$ cat src/rtl/core/vcs_pkg.sv
// Shared constants, state encoding and command struct for the cosine
// similarity block. No dependencies.
package vcs_pkg;

  localparam int unsigned ELEM_W      = 16;
  localparam int unsigned PROD_W      = 2 * ELEM_W;
  localparam int unsigned SUM_W       = 44;
  localparam int unsigned ROOT_W      = SUM_W / 2;
  localparam int unsigned SQRT_STEPS  = ROOT_W;
  localparam int unsigned QUO_W       = 17;
  localparam int unsigned DIV_STEPS   = QUO_W;
  localparam int unsigned CNT_W       = 5;
  localparam int unsigned SIM_W       = 16;
  localparam int unsigned CFG_W       = 16;

  localparam logic [SIM_W-1:0] ONE_Q15       = 16'd32768;
  localparam logic [CFG_W-1:0] MIN_DEN_RESET = 16'd1074;

  typedef enum logic [2:0] {
    ST_ACC,
    ST_DRAIN,
    ST_LOAD,
    ST_SQRT,
    ST_MUL,
    ST_DIVLD,
    ST_DIV,
    ST_OUT
  } vcs_state_e;

  typedef struct packed {
    logic capture;    // register the products of an accepted pair
    logic clr;        // clear the running sums
    logic sqrt_load;  // load the root units and the dot magnitude
    logic sqrt_step;  // one digit of both roots
    logic den_mul;    // multiply the two roots
    logic div_load;   // set up the divider and the floor check
    logic div_step;   // one quotient bit
    logic out_load;   // load the output register
  } vcs_cmd_t;

endpackage

$ cat src/rtl/core/vcs_datapath.sv
// Datapath of the cosine similarity block: products, saturating sums,
// two digit-serial square roots, denominator multiply and divider. Uses vcs_pkg.
module vcs_datapath import vcs_pkg::*; (
  input  logic                     clk_i,
  input  logic                     rst_ni,
  input  vcs_cmd_t                 cmd_i,
  input  logic signed [ELEM_W-1:0] elem_a_i,
  input  logic signed [ELEM_W-1:0] elem_b_i,
  input  logic                     cfg_we_i,
  input  logic [CFG_W-1:0]         cfg_wdata_i,
  output logic [SIM_W-1:0]         similarity_o,
  output logic                     degenerate_o
);

  typedef struct packed {
    logic [SUM_W-1:0]    rad;
    logic [ROOT_W+1:0]   rem;
    logic [ROOT_W-1:0]   root;
  } sqrt_t;

  // One step of the restoring square root: two radicand bits in, one root bit out.
  function automatic sqrt_t sqrt_step(input sqrt_t s);
    logic [ROOT_W+3:0] rem_sh;
    logic [ROOT_W+3:0] trial;
    sqrt_t             r;
    rem_sh = {s.rem, s.rad[SUM_W-1 -: 2]};
    trial  = {2'b00, s.root, 2'b01};
    r.rad  = {s.rad[SUM_W-3:0], 2'b00};
    if (rem_sh >= trial) begin
      r.rem  = ROOT_W'(0) + (ROOT_W+2)'(rem_sh - trial);
      r.root = {s.root[ROOT_W-2:0], 1'b1};
    end else begin
      r.rem  = (ROOT_W+2)'(rem_sh);
      r.root = {s.root[ROOT_W-2:0], 1'b0};
    end
    return r;
  endfunction

  logic [CFG_W-1:0]         min_den_q;
  logic signed [PROD_W-1:0] pd_q;
  logic [PROD_W-1:0]        pa_q, pb_q;
  logic                     pv_q;
  logic [SUM_W-1:0]         dot_q, na_q, nb_q;
  logic [SUM_W-1:0]         mag_q;
  sqrt_t                    sa_q, sb_q;
  logic [SUM_W-1:0]         den_q;
  logic [SUM_W-1:0]         rem_q;
  logic [QUO_W-1:0]         low_q;
  logic [QUO_W-1:0]         quo_q;
  logic                     ovf_q, degen_q;
  logic [SIM_W-1:0]         similarity_q;
  logic                     degenerate_q;

  logic signed [PROD_W-1:0] pd_d, pa_full, pb_full;
  logic [SUM_W:0]           dot_sum, na_sum, nb_sum;
  logic [SUM_W-1:0]         dot_sat, na_sat, nb_sat;
  logic [SUM_W-1:0]         den_d;
  logic [SUM_W+15:0]        num;
  logic [SUM_W:0]           div_r2, div_diff;
  logic                     div_ge;
  logic [SIM_W-1:0]         sim_d;

  assign pd_d    = elem_a_i * elem_b_i;
  assign pa_full = elem_a_i * elem_a_i;
  assign pb_full = elem_b_i * elem_b_i;

  // Saturating accumulation of the registered products.
  assign dot_sum = {dot_q[SUM_W-1], dot_q} + {{(SUM_W+1-PROD_W){pd_q[PROD_W-1]}}, pd_q};
  assign na_sum  = {1'b0, na_q} + {{(SUM_W+1-PROD_W){1'b0}}, pa_q};
  assign nb_sum  = {1'b0, nb_q} + {{(SUM_W+1-PROD_W){1'b0}}, pb_q};

  always_comb begin
    if (dot_sum[SUM_W] != dot_sum[SUM_W-1]) begin
      dot_sat = dot_sum[SUM_W] ? {1'b1, {(SUM_W-1){1'b0}}} : {1'b0, {(SUM_W-1){1'b1}}};
    end else begin
      dot_sat = dot_sum[SUM_W-1:0];
    end
    na_sat = na_sum[SUM_W] ? {SUM_W{1'b1}} : na_sum[SUM_W-1:0];
    nb_sat = nb_sum[SUM_W] ? {SUM_W{1'b1}} : nb_sum[SUM_W-1:0];
  end

  assign den_d = SUM_W'(sa_q.root * sb_q.root);

  // Numerator with the half-denominator added for round half up.
  assign num = {1'b0, mag_q, 15'b0} + {17'b0, den_q[SUM_W-1:1]};

  assign div_r2   = {rem_q, low_q[QUO_W-1]};
  assign div_diff = div_r2 - {1'b0, den_q};
  assign div_ge   = div_r2 >= {1'b0, den_q};

  always_comb begin
    priority if (degen_q) begin
      sim_d = '0;
    end else if (ovf_q || quo_q > {1'b0, ONE_Q15}) begin
      sim_d = ONE_Q15;
    end else begin
      sim_d = quo_q[SIM_W-1:0];
    end
  end

  always_ff @(posedge clk_i or negedge rst_ni) begin
    if (!rst_ni) begin
      min_den_q <= MIN_DEN_RESET;
      pv_q      <= 1'b0;
      dot_q     <= '0;
      na_q      <= '0;
      nb_q      <= '0;
    end else begin
      if (cfg_we_i) begin
        min_den_q <= cfg_wdata_i;
      end
      pv_q <= cmd_i.capture;
      if (cmd_i.clr) begin
        dot_q <= '0;
        na_q  <= '0;
        nb_q  <= '0;
      end else if (pv_q) begin
        dot_q <= dot_sat;
        na_q  <= na_sat;
        nb_q  <= nb_sat;
      end
    end
  end

  always_ff @(posedge clk_i) begin
    if (cmd_i.capture) begin
      pd_q <= pd_d;
      pa_q <= pa_full;
      pb_q <= pb_full;
    end
    if (cmd_i.sqrt_load) begin
      sa_q  <= '{rad: na_q, rem: '0, root: '0};
      sb_q  <= '{rad: nb_q, rem: '0, root: '0};
      mag_q <= dot_q[SUM_W-1] ? (~dot_q + SUM_W'(1)) : dot_q;
    end else if (cmd_i.sqrt_step) begin
      sa_q <= sqrt_step(sa_q);
      sb_q <= sqrt_step(sb_q);
    end
    if (cmd_i.den_mul) begin
      den_q <= den_d;
    end
    if (cmd_i.div_load) begin
      degen_q <= den_q <= {{(SUM_W-CFG_W){1'b0}}, min_den_q};
      ovf_q   <= {1'b0, num[SUM_W+15:QUO_W]} >= den_q;
      rem_q   <= {1'b0, num[SUM_W+15:QUO_W]};
      low_q   <= num[QUO_W-1:0];
      quo_q   <= '0;
    end else if (cmd_i.div_step) begin
      rem_q <= div_ge ? div_diff[SUM_W-1:0] : div_r2[SUM_W-1:0];
      low_q <= {low_q[QUO_W-2:0], 1'b0};
      quo_q <= {quo_q[QUO_W-2:0], div_ge};
    end
    if (cmd_i.out_load) begin
      similarity_q <= sim_d;
      degenerate_q <= degen_q;
    end
  end

  assign similarity_o = similarity_q;
  assign degenerate_o = degenerate_q;

endmodule

$ cat src/rtl/core/vcs_ctrl.sv
// Controller of the cosine similarity block: sequences accumulation, the
// roots, the divide and the output transfer. Uses vcs_pkg.
module vcs_ctrl import vcs_pkg::*; (
  input  logic     clk_i,
  input  logic     rst_ni,
  input  logic     in_valid_i,
  input  logic     last_i,
  input  logic     out_ready_i,
  output logic     in_ready_o,
  output logic     out_valid_o,
  output vcs_cmd_t cmd_o
);

  vcs_state_e       state_q, state_d;
  logic [CNT_W-1:0] cnt_q, cnt_d;
  logic             out_valid_q, out_valid_d;

  always_ff @(posedge clk_i or negedge rst_ni) begin
    if (!rst_ni) begin
      state_q     <= ST_ACC;
      cnt_q       <= '0;
      out_valid_q <= 1'b0;
    end else begin
      state_q     <= state_d;
      cnt_q       <= cnt_d;
      out_valid_q <= out_valid_d;
    end
  end

  always_comb begin
    state_d    = state_q;
    cnt_d      = cnt_q;
    in_ready_o = 1'b0;
    cmd_o      = '0;
    unique case (state_q)
      ST_ACC: begin
        in_ready_o    = 1'b1;
        cmd_o.capture = in_valid_i;
        if (in_valid_i && last_i) begin
          state_d = ST_DRAIN;
        end
      end
      // The last product is folded into the sums here.
      ST_DRAIN: begin
        state_d = ST_LOAD;
      end
      ST_LOAD: begin
        cmd_o.sqrt_load = 1'b1;
        cmd_o.clr       = 1'b1;
        cnt_d           = '0;
        state_d         = ST_SQRT;
      end
      ST_SQRT: begin
        cmd_o.sqrt_step = 1'b1;
        cnt_d           = cnt_q + CNT_W'(1);
        if (cnt_q == CNT_W'(SQRT_STEPS - 1)) begin
          state_d = ST_MUL;
        end
      end
      ST_MUL: begin
        cmd_o.den_mul = 1'b1;
        state_d       = ST_DIVLD;
      end
      ST_DIVLD: begin
        cmd_o.div_load = 1'b1;
        cnt_d          = '0;
        state_d        = ST_DIV;
      end
      ST_DIV: begin
        cmd_o.div_step = 1'b1;
        cnt_d          = cnt_q + CNT_W'(1);
        if (cnt_q == CNT_W'(DIV_STEPS - 1)) begin
          state_d = ST_OUT;
        end
      end
      // Wait here only while an earlier result has not yet been transferred.
      ST_OUT: begin
        if (!out_valid_q || out_ready_i) begin
          cmd_o.out_load = 1'b1;
          state_d        = ST_ACC;
        end
      end
      default: begin
        state_d = ST_ACC;
      end
    endcase
  end

  always_comb begin
    priority if (cmd_o.out_load) begin
      out_valid_d = 1'b1;
    end else if (out_ready_i) begin
      out_valid_d = 1'b0;
    end else begin
      out_valid_d = out_valid_q;
    end
  end

  assign out_valid_o = out_valid_q;

endmodule

$ cat src/rtl/core/vector_cosine_similarity.sv
// Streaming absolute cosine similarity. Throughput: one element pair per cycle
// while accumulating. After the pair marked last, input is held off while the
// block folds the last product, sets up the roots, computes 22 root digits,
// multiplies the roots, sets up the divider, computes 17 quotient bits and loads
// the output register; the output load is held off while the previous result is
// still waiting to be transferred. Reset clears the sums and sets the floor to 1074.
module vector_cosine_similarity import vcs_pkg::*; (
  input  logic                     clk_i,
  input  logic                     rst_ni,
  input  logic                     in_valid_i,
  output logic                     in_ready_o,
  input  logic signed [ELEM_W-1:0] elem_a_i,
  input  logic signed [ELEM_W-1:0] elem_b_i,
  input  logic                     last_i,
  output logic                     out_valid_o,
  input  logic                     out_ready_i,
  output logic [SIM_W-1:0]         similarity_o,
  output logic                     degenerate_o,
  input  logic                     cfg_we_i,
  input  logic [CFG_W-1:0]         cfg_wdata_i
);

  vcs_cmd_t cmd;

  vcs_ctrl u_ctrl (
    .clk_i      (clk_i),
    .rst_ni     (rst_ni),
    .in_valid_i (in_valid_i),
    .last_i     (last_i),
    .out_ready_i(out_ready_i),
    .in_ready_o (in_ready_o),
    .out_valid_o(out_valid_o),
    .cmd_o      (cmd)
  );

  vcs_datapath u_dp (
    .clk_i       (clk_i),
    .rst_ni      (rst_ni),
    .cmd_i       (cmd),
    .elem_a_i    (elem_a_i),
    .elem_b_i    (elem_b_i),
    .cfg_we_i    (cfg_we_i),
    .cfg_wdata_i (cfg_wdata_i),
    .similarity_o(similarity_o),
    .degenerate_o(degenerate_o)
  );

endmodule

$ cat config.mk
export PLATFORM = sky130hd
export DESIGN_NAME = vector_cosine_similarity
export DESIGN_NICKNAME = d
export VERILOG_FILES = /design/src/rtl/core/vcs_pkg.sv /design/src/rtl/core/vcs_datapath.sv /design/src/rtl/core/vcs_ctrl.sv /design/src/rtl/core/vector_cosine_similarity.sv
export SDC_FILE = /design/constraint.sdc
export NUM_CORES = 2
export LEC_CHECK = 0
export BUFFER_PORTS_ARGS = -buffer_cell sky130_fd_sc_hd__buf_2
export CORE_MARGIN = 2
export CORE_UTILIZATION = 40
export DETAILED_ROUTE_END_ITERATION = 10
export HOLD_SLACK_MARGIN = 0.12
export MAX_ROUTING_LAYER = met4
export PLACE_DENSITY_LB_ADDON = 0.15
export RECOVER_POWER = 25
export SYNTH_ARGS = -nofsm -noshare
export SYNTH_HDL_FRONTEND = slang
export SYNTH_SLANG_ARGS = --single-unit
$ cat constraint.sdc
create_clock -name clk_i -period 9.7 [get_ports clk_i]
set_input_delay 0.97 -clock clk_i [delete_from_list [all_inputs] [get_ports clk_i]]
set_output_delay 0.97 -clock clk_i [all_outputs]
set_load 0.005 [all_outputs]
==> flow_summary_export.csv <==
group,metric,value,unit
global_route,grt_pass1_wl,349000,µm
critical_path,rr_worst_depth,24,
global_route,grt_max_degree,106,
route,wl,216000,µm
layout,syn_to_final_growth,7.37,%
critical_path,cp_max_fo,17,
clock_tree,clockRootBuffer,"clkbuf_16",
route,dr_total_vias,58900,
floorplan,rows,163,
logic_synthesis,synth_top_flop_cell,"edfxtp_1",
critical_path,cp.required,10180,ps
global_route,grtUsageMet3,2.50,%
logic_synthesis,synth.most_common_cell,"inv_1",
logic_synthesis,muxShareOfSynthArea,1.17,%
worst_hold_path,hold_class,"in2reg",
logic_synthesis,yosys-top-cells-area,"fa_1 (29%), edfxtp_1 (13%), ha_1 (11%)",
logic_synthesis,synth_edf_count,349,
global_route,met2_usage,36.6,%
logic_synthesis,synth_top_area_share,28.6,%
clock_tree,cts-resized-gates,0,
clock_tree,cts.htree.levels,3,
timing,rsz0062_at_grt,"no",
logic_synthesis,synth_top_area_cell,"fa_1",
place,numPortBuffers,72,
route,detail_route.wl_per_cell,19.5,µm
critical_path,cpPeakStageDelay,790,ps
clock_tree,clock_tree.buffer_depth,3,
flow_run,max_cap_violations,9,
logic_synthesis,syn_area_per_cell,9.38,µm²
floorplan,die_w,451,µm
global_route,met1_usage,29.1,%
logic_synthesis,yosys_warnings,0,
logic_synthesis,syn_area,79800,µm²
timing,tns,0,ps
logic_synthesis,synth_compound_area_share,12.9,%
timing,setup_viol,0,
logic_synthesis,seq_area_frac_synth,20.9,%
route,drc,0,
critical_path,worstPathCellList,"clkinv_1 -> nor2_1 -> fa_1 -> inv_1 -> fa_1 -> fa_1 -> inv_1 -> fa_1 -> fa_1 -> fa_1 -> inv_1 -> fa_1 -> inv_1 -> ha_1 -> nand4_1 -> or3_1 -> nor2_1 -> a211oi_1 -> o31a_1 -> o211a_1 -> o31ai_1 -> o21ai_0 -> o211a_1 -> a311o_1",
critical_path,cp_data_arrival_time,8940,ps
floorplan,pin_count,73,
critical_path,worst-setup-path-type,"reg2reg",
layout,fin_nets,10306,
global_route,busiest_layer,"met2",
critical_path,worst_setup_path_start_kind,"flip-flop",
place,place_congestion,0.924,
status,status,"finished, violations left",
global_route,grt_overflow,0,
logic_synthesis,synth_xor_area_share,4.35,%
floorplan,die_h,451,µm
timing,skew,68.5,ps
logic_synthesis,synthDistinctLibCells,93,
timing,worstMarginPinSlew,4610,ps
critical_path,path_buf_inv,5,
critical_path,cp.depth,24,
timing,min_period,8450,ps
floorplan,coreArea,198000,µm²
clock_tree,clkTransAtPathRegs,60,ps
route,ant_nets,0,
clock_tree,cts_tree,"built",
timing,slew_violations,519,
floorplan,initial_core_util,40.3,%
global_route,antenna_found_initial,11,
logic_synthesis,synthAdderAreaFrac,39.7,%
global_route,grt_usage,22.4,%
place,dpl.hpwl,169000,µm
logic_synthesis,ys_ff_latch,617,
layout,drive_gt1_share,4.48,%
logic_synthesis,syn_inst,8503,
logic_synthesis,synth_common_cells,"inv_1 (1502), fa_1 (1141), nand2_1 (817)",
logic_synthesis,synth_simple_gate_area_share,12.2,%
worst_hold_path,min_path_cells,3,
clock_tree,postCtsSetupRepairBufs,0,
timing,hold_viol_final,0,
critical_path,crit_top_cell,"fa_1",
route,dr.pass1.iters,5,
clock_tree,cts_inserted_buffers,79,
floorplan,die-area,203000,µm²
status,violations,"capacitance limit, slew limit",
clock_tree,cts_sinks,617,
critical_path,critPathTopFamily,"adder cells",
timing,post-route-period-util,87.1,%
logic_synthesis,synth_top_family_by_area,"adder cells",
critical_path,endpoint_kind,"flip-flop",
timing,fmaxAchievable,0.118,GHz
clock_tree,insertion_delay,740,ps
route,vias_per_cell,5.30,
critical_path,slowest_stage,"clkinv_1",
clock_tree,postCtsHoldBufs,0,
route,drt_iter0_drc,3802,
logic_synthesis,async_flop_share,25.6,%
global_route,grt_pass1_vias,62209,
timing,slew_headroom,-209,%
==> final timing paths <==
path,end,slack (ps),startpoint
min in group asynchronous,u_dp.min_den_q[13],1140,rst_ni
min,u_dp.min_den_q[14],450,cfg_wdata_i[14]
max,u_dp.den_q[43],1250,u_dp.sb_q[9]
max reg2reg,u_dp.den_q[43],1250,u_dp.sb_q[9]
max in group asynchronous,u_dp.pv_q,3950,rst_ni
min reg2reg,u_dp.sb_q[37],480,u_dp.sb_q[35]
==> cell type report <==
type	count	area [µm²]
clock buffers	106	2190
fillers	19395	112000
diodes	9	22.5
repair buffers	164	1020
inverters	1527	5740
flip-flops and latches	617	16600
well taps	2640	3300
clock inverters	42	556
multi-input cells	6018	56200
==> stage by stage <==
stage | instances | utilization [%] | setup WS [ps] | instance area [µm²] | hold slack, ps
3_5_place_dp | 10966 | 41.9 | 1310 | 82900 | 475
3_3_place_gp | 10966 | 41.9 | 1400 | 82900 | 458
4_1_cts | 11114 | 43.3 | 1320 | 85700 | 137
5_1_grt | 11121 | 43.3 | 825 | 85600 | 458
2_1_floorplan | 8504 | - | 2180 | 79800 | 437
6_report | 11123 | 43.3 | 1250 | 85700 | 447
==> layer usage <==
| metal | wire, µm | share of wire, % |
|---|---|---|
| met1 | 96100 | 44 |
| met2 | 103000 | 48 |
| met3 | 10300 | 4.8 |
| met4 | 6720 | 3.1 |
| met5 | 0 | 0 |
==> worst min-delay path: stages <==
cell and delay, ps:
buf_2 80, nand2_1 40, o21ai_0 60
==> state kept, by name, summed over array words and instances, names as in the netlist, 3 cells and up <==
name,count
u_ctrl.cnt_q,5
u_ctrl.state_q,3
u_dp.den_q,44
u_dp.dot_q,44
u_dp.low_q,17
u_dp.mag_q,44
u_dp.min_den_q,16
u_dp.na_q,44
u_dp.nb_q,44
u_dp.pa_q,31
u_dp.pb_q,31
u_dp.pd_q,32
u_dp.quo_q,17
u_dp.rem_q,44
u_dp.sa_q,90
u_dp.sb_q,90
u_dp.similarity_o,16
==> cell usage in the layout, fill, tap and decap left out, drive strengths merged, types with 16 or more instances in the layout <==
master      n
ha        704
or3        37
mux2       30
nor4       26
o22ai      55
a22o      106
o21bai     49
mux2i      59
and4       19
dfrtp     154
nand2     817
a21oi     377
and2      236
dfxtp     110
a211oi     37
nor2b      54
edfxtp    349
o21a       49
nand2b     63
inv      1513
a21o      206
nand3      80
nor3       92
and3       54
buf       153
clkbuf    117
o31ai      32
a21boi     16
a2111oi    19
or2        22
xor2      118
fa       1141
o211ai     52
a311oi     16
nand4      51
a31oi     110
clkinv     40
xnor2     278
o21ai     328
nor2      518
==> logic make-up after synthesis <==
family,after synthesis
AO/OA/AOI/OAI,1582
adder cells (fa/ha/maj),1845
buffers and inverters,1869
multiplexers,89
flip-flops,617
other,1
XOR/XNOR,396
AND/OR/NAND/NOR,2104
Power is not shown: default switching activity piles up to over one toggle a cycle in this logic, so the estimate is an artifact.
